`src/hdl/bfm_pkg.sv`:
```
// ----------------------------------------------------------------------------
// bfm_pkg
// types and constants shared by the mip downsampler modules
// ----------------------------------------------------------------------------
`default_nettype none

package bfm_pkg;

  localparam int CHAN_W   = 8;
  localparam int SUM_W    = CHAN_W + 1;
  localparam int LANES    = 4;
  localparam int LINE_W   = LANES * SUM_W;
  localparam int WIDTH_W  = 11;
  localparam int HEIGHT_W = 13;
  localparam int ROW_W    = 12;
  localparam int CFG_W    = HEIGHT_W;
  localparam int CFG_IDX_W = 1;

  localparam logic [WIDTH_W-1:0]  WIDTH_RESET  = WIDTH_W'(256);
  localparam logic [HEIGHT_W-1:0] HEIGHT_RESET = HEIGHT_W'(256);
  localparam logic [HEIGHT_W-1:0] HEIGHT_MAX   = HEIGHT_W'(4096);

  typedef enum logic [CFG_IDX_W-1:0] {
    REG_WIDTH  = 1'b0,
    REG_HEIGHT = 1'b1
  } cfg_reg_t;

  typedef struct packed {
    logic [CHAN_W-1:0] chan3;
    logic [CHAN_W-1:0] chan2;
    logic [CHAN_W-1:0] chan1;
    logic [CHAN_W-1:0] chan0;
    logic              frame_start;
  } pix_t;

  typedef struct packed {
    logic [CHAN_W-1:0] avg3;
    logic [CHAN_W-1:0] avg2;
    logic [CHAN_W-1:0] avg1;
    logic [CHAN_W-1:0] avg0;
    logic              frame_last;
  } mip_t;

  typedef struct packed {
    logic store_left;
    logic line_wr;
    logic emit;
    logic last;
  } pix_ctl_t;

endpackage

`default_nettype wire

```
`src/hdl/bfm_lane.sv`:
```
// ----------------------------------------------------------------------------
// bfm_lane
// one channel: horizontal pair sum, then vertical sum and divide by four
// ----------------------------------------------------------------------------
`default_nettype none

module bfm_lane
  import bfm_pkg::*;
(
  input  wire logic              clk,
  input  wire logic [CHAN_W-1:0] left,
  input  wire logic [CHAN_W-1:0] cur,
  input  wire logic              load_pair,
  input  wire logic              load_avg,
  input  wire logic [SUM_W-1:0]  top,
  output logic      [SUM_W-1:0]  pair_sum,
  output logic      [CHAN_W-1:0] avg
);

  logic [SUM_W-1:0] bottom;
  logic [SUM_W:0]   block_sum;

  assign pair_sum  = SUM_W'(left) + SUM_W'(cur);
  assign block_sum = (SUM_W + 1)'(top) + (SUM_W + 1)'(bottom);

  always_ff @(posedge clk) begin
    if (load_pair) begin
      bottom <= pair_sum;
    end
    if (load_avg) begin
      avg <= block_sum[SUM_W:2];
    end
  end

endmodule

`default_nettype wire

```
`config.mk`:
```
export PLATFORM = sky130hd
export DESIGN_NAME = bfm_lane
export DESIGN_NICKNAME = d
export VERILOG_FILES = /design/src/hdl/bfm_pkg.sv /design/src/hdl/bfm_lane.sv
export SDC_FILE = /design/constraint.sdc
export NUM_CORES = 1
export LEC_CHECK = 0
export BUFFER_PORTS_ARGS = -buffer_cell sky130_fd_sc_hd__buf_2
export CAP_MARGIN = 20
export CELL_PAD_IN_SITES_DETAIL_PLACEMENT = 2
export CELL_PAD_IN_SITES_GLOBAL_PLACEMENT = 2
export CORE_MARGIN = 5
export CORE_UTILIZATION = 31
export CTS_BUF_LIST = sky130_fd_sc_hd__clkbuf_2 sky130_fd_sc_hd__clkbuf_4 sky130_fd_sc_hd__clkbuf_8
export CTS_CLUSTER_DIAMETER = 30
export DETAILED_ROUTE_END_ITERATION = 8
export GPL_ROUTABILITY_DRIVEN = 1
export GPL_TIMING_DRIVEN = 0
export PLACE_DENSITY_LB_ADDON = 0.1
export SYNTH_ARGS = -nofsm -noshare
export SYNTH_HDL_FRONTEND = slang
export SYNTH_SLANG_ARGS = --single-unit
```
`constraint.sdc`:
```
create_clock -name clk -period 4 [get_ports clk]
set_clock_uncertainty 0.2 [all_clocks]
set_input_delay 0.4 -clock clk [delete_from_list [all_inputs] [get_ports clk]]
set_output_delay 0.4 -clock clk [all_outputs]
set_load 0.005 [all_outputs]
```
==> impl_metrics.yaml <==
synth:
  synth-main-ff-cell: "edfxtp_1"
  yosys.cell_types.count: 29
  syn-instance-count: 100
  async_flop_share_pct: 0
  syn_nets: 145
  synth_warnings: 0
  synth-edff-count: 17
  netlist_area_um2: 1140
  synth_seq_cells: 17
  syn_area_per_cell_um2: 11.4
  yosysSeqAreaShare_pct: 44.6
floorplan:
  chipWidth_um: 70.8
  die_height_um: 70.8
  pin_count: 45
  dieArea_um2: 5010
  num_rows: 22
  initial_core_util_pct: 31.7
  core_area_um2: 3610
clock_tree:
  cts.sink_count: 17
  postCtsResizedCells: 0
  cts_tree: "done"
  clk_path_buf_depth: 2
  htree_levels: 1
  path_clk_slew_ps: 60
  insertion_delay_ps: 250
  cts-root-buf: "clkbuf_8"
  holdBufCountCts: 0
  cts-buffers-inserted: 3
  postCtsSetupRepairBufs: 0
cells_and_area:
  nFillCells: 413
  nets: 194
  layout_commonest_cell: "buf_2"
  mostFrequentLayoutCells: "buf_2, edfxtp_1, ha_1, a21oi_1"
  drive_above_1_share_pct: 34.5
  n_antenna_cell: 0
  area_delta_synth_final_pct: 28.5
  stdcell_count: 196
placed_design:
  io_buffers: 44
  place.gp.congestion: 0.782
  hpwl_um: 2480
  placedCellCount: 192
sta:
  period_minus_slack_ps: 2710
  max_slew_margin_pct: 67.7
  hold_violations: 0
  setup_viol: 0
  max_freq_mhz: 370
  fin_crit_sh_pct: 67.7
  maxSlewViolCount: 0
  rsz0062_at_grt: "no"
  worst_pin_slew_ps: 485
  setup_tns_ps: 0
detailed_routing:
  wl_um: 2820
  viasPerCell: 5.03
  num_vias: 986
  drtIter0Drc: 38
  dr.pass1.iters: 3
  wl_per_cell_um: 14.4
  postRouteAntennaNets: 0
  drc: 0
grt:
  grt_util_all_layers_pct: 11.8
  grt_pass1_vias: 1096
  grt_max_degree: 11
  grt.overflow.total: 0
  grt_pass1_wl_um: 4800
  antenna_found_initial: 0
worst_setup_path:
  worst-setup-path-type: "in -> out"
  critical-path-top-delay-family: "compound AO/OA/AOI/OAI gates"
  cp_cell_sequence: "buf_2 -> ha_1 -> fa_1 -> a21o_1 -> a21oi_1 -> o211ai_1 -> xor2_1 -> buf_2"
  cp-end-kind: "output port"
  cpPeakStageDelay_ps: 400
  crit_buf_inv: 2
  cp.required_ps: 3400
  crit_path_start_kind: "input port"
  cp_slowest_cell: "fa_1"
  worstPathArrival_ps: 2110
  crit_top_cell: "buf_2"
  path_max_fanout: 3
min_path:
  holdCritPathClass: "in -> reg"
pwr:
  cellLeakagePower_nw: 0.657
  ir_drop_mv: 0.125
  powerDensity_nw_per_um2: 403
run:
  maxCapViolCount: 0
status:
  status: "finished clean"
==> registers in the layout (all words and copies together) (netlist names) <==
| register | cells |
|---|---|
| bottom | 9 |
| avg | 8 |
==> Yosys cell counts, types with 2 or more instances <==
cell type	count	area, um^2
a21o_1	2	15.0
a21oi_1	7	35.0
and3_1	2	12.5
edfxtp_1	17	510
ha_1	16	200
inv_1	6	22.5
nand2_1	4	15.0
nand3_1	6	30.0
nor2_1	3	11.3
nor3_1	4	20.0
o211ai_1	4	30.0
o21bai_1	2	15.0
or3_1	2	12.5
xnor2_1	6	52.6
xor2_1	5	43.8
==> routing by layer <==
layer | GRT usage (%) | wire length (um) | up-vias
li1 | - | - | 481
met1 | 11.0 | 995 | 471
met2 | 24.1 | 1590 | 28
met3 | 2.56 | 176 | 6
met4 | 5.01 | 61 | 0
met5 | 0 | 0 | -
==> worst paths after layout <==
check             startpoint          end  slack, ps  cells after the start
setup / recovery     left[0]  pair_sum[6]       1290                      8
hold / removal        cur[0]    bottom[0]        270                      2
setup reg to reg   bottom[3]       avg[6]       1970                      5
hold reg to reg    bottom[8]       avg[7]        510                      2
==> kinds of logic (layout without fill, tap and decap cells) <==
kind of cell / count (synthesis) / count (layout) / share of synthesized area (%)
and+or+nand+nor: 25 / 25 / 11.1
DFF: 17 / 17 / 44.6
buffers and inverters: 6 / 54 / 1.97
xor gates and xnor gates: 11 / 11 / 8.42
adders and majority gates: 17 / 17 / 19.2
AOI/OAI and AO/OA: 24 / 24 / 14.6
==> power by group <==
part	total [mW]	switching [mW]	internal, mW
Clock	0.129	0.0595	0.0691
Sequential	0.250	0.00827	0.242
Combinational	0.214	0.114	0.0997
==> layout make-up <==
class | instances | area, um^2 | area share, %
clock buffer | 3 | 41.3 | 2.81
clock inverter | 1 | 5.00 | 0.340
inverter | 6 | 22.5 | 1.53
multi-input combinational | 77 | 612 | 41.6
sequential | 17 | 510 | 34.7
tap | 48 | 60.1 | 4.08
timing repair buffer | 44 | 220 | 15.0
==> stage by stage <==
step / setup slack (ps) / utilization (%) / hold slack, ps / cell area (um^2) / total power, mW
4_1_cts: 1250 / 40.8 / 267 / 1470 / 0.604
2_1_floorplan: 1670 / - / 312 / 1140 / 0.387
3_3_place_gp: 1310 / 39.5 / 439 / 1430 / 0.460
6_report: 1290 / 40.8 / 267 / 1470 / 0.593
5_1_grt: 1120 / 40.8 / 273 / 1470 / 0.642
3_5_place_dp: 1260 / 39.5 / 502 / 1430 / 0.474
Power figures use the tool's default switching activity.
