===== config.mk =====
export PLATFORM = sky130hd
export DESIGN_NAME = bfm_ctrl
export DESIGN_NICKNAME = d
export VERILOG_FILES = /design/src/hdl/bfm_pkg.sv /design/src/hdl/bfm_ctrl.sv
export SDC_FILE = /design/constraint.sdc
export NUM_CORES = 1
export LEC_CHECK = 0
export BUFFER_PORTS_ARGS = -buffer_cell sky130_fd_sc_hd__buf_4
export CAP_MARGIN = 20
export CORE_AREA = 3 3 121 88
export DETAILED_ROUTE_END_ITERATION = 8
export DIE_AREA = 0 0 124 91
export PLACE_DENSITY = 0.62
export SLEW_MARGIN = 20
export SYNTH_ARGS = -nofsm -noshare
export SYNTH_HDL_FRONTEND = slang
export SYNTH_SLANG_ARGS = --single-unit

===== constraint.sdc =====
create_clock -name clk -period 6.1 [get_ports clk]
set_input_delay 0.915 -clock clk [delete_from_list [all_inputs] [get_ports clk]]
set_output_delay 0.915 -clock clk [all_outputs]
set_load 0.05 [all_outputs]

===== src/hdl/bfm_pkg.sv =====
// ----------------------------------------------------------------------------
// bfm_pkg
// types and constants shared by the mip downsampler modules
// ----------------------------------------------------------------------------
`default_nettype none

package bfm_pkg;

  localparam int CHAN_W   = 8;
  localparam int SUM_W    = CHAN_W + 1;
  localparam int LANES    = 4;
  localparam int LINE_W   = LANES * SUM_W;
  localparam int WIDTH_W  = 11;
  localparam int HEIGHT_W = 13;
  localparam int ROW_W    = 12;
  localparam int CFG_W    = HEIGHT_W;
  localparam int CFG_IDX_W = 1;

  localparam logic [WIDTH_W-1:0]  WIDTH_RESET  = WIDTH_W'(256);
  localparam logic [HEIGHT_W-1:0] HEIGHT_RESET = HEIGHT_W'(256);
  localparam logic [HEIGHT_W-1:0] HEIGHT_MAX   = HEIGHT_W'(4096);

  typedef enum logic [CFG_IDX_W-1:0] {
    REG_WIDTH  = 1'b0,
    REG_HEIGHT = 1'b1
  } cfg_reg_t;

  typedef struct packed {
    logic [CHAN_W-1:0] chan3;
    logic [CHAN_W-1:0] chan2;
    logic [CHAN_W-1:0] chan1;
    logic [CHAN_W-1:0] chan0;
    logic              frame_start;
  } pix_t;

  typedef struct packed {
    logic [CHAN_W-1:0] avg3;
    logic [CHAN_W-1:0] avg2;
    logic [CHAN_W-1:0] avg1;
    logic [CHAN_W-1:0] avg0;
    logic              frame_last;
  } mip_t;

  typedef struct packed {
    logic store_left;
    logic line_wr;
    logic emit;
    logic last;
  } pix_ctl_t;

endpackage

`default_nettype wire


===== src/hdl/bfm_ctrl.sv =====
// ----------------------------------------------------------------------------
// bfm_ctrl
// size registers, column and row counters, per-pixel control decode
// ----------------------------------------------------------------------------
`default_nettype none

module bfm_ctrl
  import bfm_pkg::*;
#(
  parameter int MAX_WIDTH = 1024,
  parameter int COL_W     = $clog2(MAX_WIDTH),
  parameter int IDX_W     = $clog2(MAX_WIDTH / 2)
) (
  input  wire logic                 clk,
  input  wire logic                 rst,
  input  wire logic                 wr_en,
  input  wire logic [CFG_IDX_W-1:0] wr_index,
  input  wire logic [CFG_W-1:0]     wr_data,
  input  wire logic                 accept,
  input  wire logic                 frame_start,
  output pix_ctl_t                  ctl,
  output logic [IDX_W-1:0]          idx
);

  localparam int CMP_W = (COL_W > WIDTH_W) ? COL_W : WIDTH_W;
  localparam logic [WIDTH_W-1:0] W_SAT = WIDTH_W'((MAX_WIDTH / 2) * 2);

  logic [WIDTH_W-1:0]  width_reg;
  logic [HEIGHT_W-1:0] height_reg;
  logic [COL_W-1:0]    column_count;
  logic [ROW_W-1:0]    row_count;
  logic [COL_W-1:0]    column_count_next;
  logic [ROW_W-1:0]    row_count_next;

  logic [WIDTH_W-1:0]  w_even;
  logic [WIDTH_W-1:0]  w_eff;
  logic [CMP_W-1:0]    w_last;
  logic [HEIGHT_W-1:0] h_eff;
  logic [HEIGHT_W-1:0] h_last;
  logic [HEIGHT_W-1:0] pair_end;
  logic [HEIGHT_W-1:0] pair_last;
  logic [COL_W-1:0]    col_cur;
  logic [ROW_W-1:0]    row_cur;
  logic [CMP_W-1:0]    col_ext;
  logic [HEIGHT_W-1:0] row_ext;

  always_ff @(posedge clk) begin
    if (rst) begin
      width_reg  <= WIDTH_RESET;
      height_reg <= HEIGHT_RESET;
    end else if (wr_en) begin
      unique case (cfg_reg_t'(wr_index))
        REG_WIDTH:  width_reg  <= wr_data[WIDTH_W-1:0];
        REG_HEIGHT: height_reg <= wr_data[HEIGHT_W-1:0];
        default:    ;
      endcase
    end
  end

  always_comb begin
    w_even = {width_reg[WIDTH_W-1:1], 1'b0};
    w_eff  = w_even;
    if (32'(w_even) > MAX_WIDTH) w_eff = W_SAT;
    if (w_eff < WIDTH_W'(2)) w_eff = WIDTH_W'(2);
    w_last = CMP_W'(w_eff) - CMP_W'(1);

    h_eff = (height_reg > HEIGHT_MAX) ? HEIGHT_MAX : height_reg;
    h_last    = h_eff - HEIGHT_W'(1);
    pair_end  = {h_eff[HEIGHT_W-1:1], 1'b0};
    pair_last = pair_end - HEIGHT_W'(1);
  end

  always_comb begin
    col_cur = frame_start ? '0 : column_count;
    row_cur = frame_start ? '0 : row_count;
    col_ext = CMP_W'(col_cur);
    row_ext = HEIGHT_W'(row_cur);

    ctl.store_left = !col_cur[0];
    ctl.line_wr    = col_cur[0] && !row_cur[0];
    ctl.emit       = col_cur[0] && row_cur[0] && (row_ext < pair_end);
    ctl.last       = (row_ext == pair_last) && (col_ext == w_last);
    idx            = col_cur[IDX_W:1];

    if (col_ext >= w_last) begin
      column_count_next = '0;
      if (h_eff == '0 || row_ext >= h_last) begin
        row_count_next = '0;
      end else begin
        row_count_next = row_cur + ROW_W'(1);
      end
    end else begin
      column_count_next = col_cur + COL_W'(1);
      row_count_next    = row_cur;
    end
  end

  always_ff @(posedge clk) begin
    if (rst) begin
      column_count <= '0;
      row_count    <= '0;
    end else if (accept) begin
      column_count <= column_count_next;
      row_count    <= row_count_next;
    end
  end

endmodule

`default_nettype wire


==> results.json <==
{
  "cts_hold_buf": 0,
  "ys_seq_area_share_pct": 23.7,
  "regToRegSetupSlack_ns": 1.52,
  "critPathArrivalTime_ns": 4.29,
  "yosysTopAreaCellShare_pct": 23.7,
  "drt_iter0_markers": 360,
  "p_leak_nw": 1.72,
  "tns_ns": 0,
  "synthMuxAreaShare_pct": 1.41,
  "worstReg2RegEnd": "row_count[2]",
  "cts_setup_buffers": 0,
  "grt_setup_unrepaired": "no",
  "timing_worst_setup_path_type": "reg -> out",
  "synth_top_family_by_area": "simple AND/OR/NAND/NOR gates",
  "rows": 30,
  "synth_compound_area_share_pct": 21.7,
  "netlist_top_cells_count": "95 x nand2_1, 45 x dfxtp_1, 41 x a21oi_1",
  "n_fill_cell": 1029,
  "ys_warn_count": 0,
  "hold_violations": 0,
  "cp-end-kind": "primary output",
  "synth_ff_type": "dfxtp_1",
  "synth.cell_area_um2": 3800,
  "synth_xor_area_share_pct": 5.53,
  "ff2ff_path_depth": 17,
  "setup_viol": 0,
  "drt-total-wl_um": 10000,
  "area_growth_syn_to_layout_pct": 10.5,
  "place_congestion": 0.903,
  "fmax_mhz": 192,
  "outcome": "complete, no violations",
  "antenna_left": 0,
  "synthArstFlopShare_pct": 0,
  "via_count": 3642,
  "synth_cell_types": 62,
  "cts_tree": "built",
  "cts-resized-gates": 0,
  "drc": 0,
  "io-pin-count": 32,
  "antenna_found_initial": 0,
  "pre_cts_slack_ns": 1.18,
  "grt_pass1_vias": 3323,
  "clock_path_buffers": 2,
  "worstHoldStart": "column_count[9]",
  "start_util_pct": 39.6,
  "clockRootBuffer": "clkbuf_16",
  "r2r-start": "width_reg[7]",
  "required_ns": 5.18,
  "grt-ovfl-total": 0,
  "synth_simple_gate_area_share_pct": 30.1,
  "finClkSkew_ns": 0.00942,
  "core-area_um2": 9610,
  "largest_reg_flops": 13,
  "maxSlewHeadroom_pct": 47.5,
  "synth_cells": 513,
  "grt_pass1_wl_um": 16700,
  "critPathLaunchType": "flop",
  "synth_edf_count": 0,
  "grt_usage_pct": 18.2,
  "drv_cap": 0,
  "wl_per_cell_um": 15.4,
  "vias_per_cell": 5.59,
  "worst_hold_path_type": "reg -> reg",
  "htreeDepth": 2,
  "peakVddDrop_mv": 0.107,
  "die_h_um": 91,
  "synth.net_count": 569,
  "clkSlewWorstSetupHoldPaths_ns": 0.07,
  "synth_area_leader_cell": "dfxtp_1",
  "ys_top_cells_by_area": "dfxtp_1 24%, ha_1 12%, nand2_1 9.4%, a21oi_1 5.4%, xnor2_1 5.1%",
  "layout-drive-gt1-share_pct": 8.60,
  "cts-buffers-inserted": 5,
  "p_per_area_nw_per_um2": 180,
  "grt_max_degree": 37,
  "io_buffers": 31,
  "place_hpwl_um": 7730,
  "setup_ws_ns": 0.896,
  "drv_slew": 0,
  "fin_nets": 578,
  "syn_area_per_cell_um2": 7.41,
  "worstPathMaxFanout": 6,
  "tightest_slew_ns": 0.780,
  "dieArea_um2": 11300,
  "synthMostInstantiatedCell": "nand2_1",
  "die_x_um": 124,
  "post-route-period-util_pct": 85.3,
  "whs_endpoint": "column_count[9]",
  "min_path_cells": 2,
  "drt_first_pass_iters": 4,
  "clock_latency_ns": 0.29,
  "clock-sinks": 45,
  "diodes": 0,
  "hold_ws_ns": 0.471,
  "period_needed_ns": 5.20,
  "synth-adder-area-share_pct": 12.2,
  "ys_ff_latch": 45
}
-- worst max path at each step --
stage | startpoint | end | slack (ns) | cells past startpoint
4_1_cts | width_reg[7] | ctl[0] | 0.86 | 17
3_3_place_gp | width_reg[7] | ctl[0] | 1.20 | 17
5_1_grt | width_reg[7] | ctl[0] | 0.52 | 17
2_1_floorplan | width_reg[7] | ctl[0] | 0.75 | 15
3_5_place_dp | width_reg[7] | ctl[0] | 1.18 | 17
6_report | width_reg[7] | ctl[0] | 0.90 | 17
-- cells in the final DEF, fill, tap and decap left out, types with 2 or more instances in the layout --
cell type / Yosys / layout
clkbuf_16: 0 / 5
a32oi_1: 4 / 4
xor2_1: 2 / 2
buf_4: 2 / 32
o2111ai_1: 2 / 2
xnor2_1: 22 / 22
inv_1: 17 / 17
ha_1: 37 / 37
nand2_1: 95 / 95
nand4_1: 9 / 9
and3_1: 4 / 4
o211ai_1: 2 / 2
o21ai_0: 19 / 19
a211oi_1: 6 / 6
a22oi_1: 3 / 3
o31ai_1: 4 / 4
nor2b_1: 24 / 24
a21oi_1: 41 / 41
nand3b_1: 3 / 3
a31oi_1: 7 / 7
mux2i_1: 4 / 4
and4_1: 4 / 4
and2_1: 3 / 3
nor3_1: 11 / 11
o2111a_1: 2 / 2
a22o_1: 4 / 4
dfxtp_1: 45 / 45
a311oi_1: 3 / 3
a21o_1: 5 / 5
o21a_1: 5 / 5
o2bb2ai_1: 2 / 2
nand3_1: 22 / 22
clkbuf_1: 21 / 3
nor2_1: 32 / 32
nor4_1: 4 / 4
or3_1: 5 / 5
nand2b_1: 8 / 8
-- layout make-up --
| class | count | area, um^2 | area share [%] |
|---|---|---|---|
| tap | 128 | 160 | 3.81 |
| inverter | 17 | 63.8 | 1.52 |
| multi-input combinational | 421 | 2700 | 64.3 |
| timing repair buffer | 32 | 240 | 5.72 |
| clock buffer | 8 | 136 | 3.25 |
| sequential | 45 | 901 | 21.4 |
-- cells by family (layout without fill, tap and decap cells) --
family          Yosys count  after routing
flops                    45             45
xor+xnor                 24             24
compound gates          123            123
simple gates            232            232
buf+inv                  47             57
mux                       5              5
fa+ha+maj                37             37
-- worst max-delay path, cell delays in order, from the launching register on --
cell and delay [ns]:
dfxtp_1 0.34, or3_1 0.37, nor4_1 0.18, buf_4 0.18
a21oi_1 0.05, or2_2 0.29, ha_1 0.26, o21ai_0 0.18
nor3_1 0.09, o32a_1 0.31, ha_1 0.31, nand3_1 0.10
nor3_1 0.18, nand4_1 0.14, a2111oi_2 0.38, nand3_1 0.14
nor4b_2 0.28, buf_4 0.23
-- per-layer routing --
metal | GRT usage (%) | vias up | share of wire [%]
li1 | - | 1854 | -
met2 | 25.2 | 88 | 41
met1 | 28.4 | 1689 | 53
met4 | 3.74 | 0 | 0.78
met3 | 4.17 | 11 | 5.3
met5 | 0 | - | 0
-- through the flow --
step | std cells | utilization, % | power [mW] | area (um^2)
4_1_cts | 651 | 43.7 | 0.757 | 4200
6_report | 651 | 43.7 | 0.755 | 4200
3_5_place_dp | 643 | 42.3 | 0.497 | 4070
2_1_floorplan | 513 | - | 0.454 | 3800
3_3_place_gp | 643 | 42.3 | 0.492 | 4070
5_1_grt | 651 | 43.7 | 0.801 | 4200
-- power by group --
group / switching [mW] / internal, mW
Sequential: 0.0155 / 0.302
Combinational: 0.101 / 0.0739
Clock: 0.111 / 0.153
Total: 0.227 / 0.528
(Power assumes the default switching activity.)
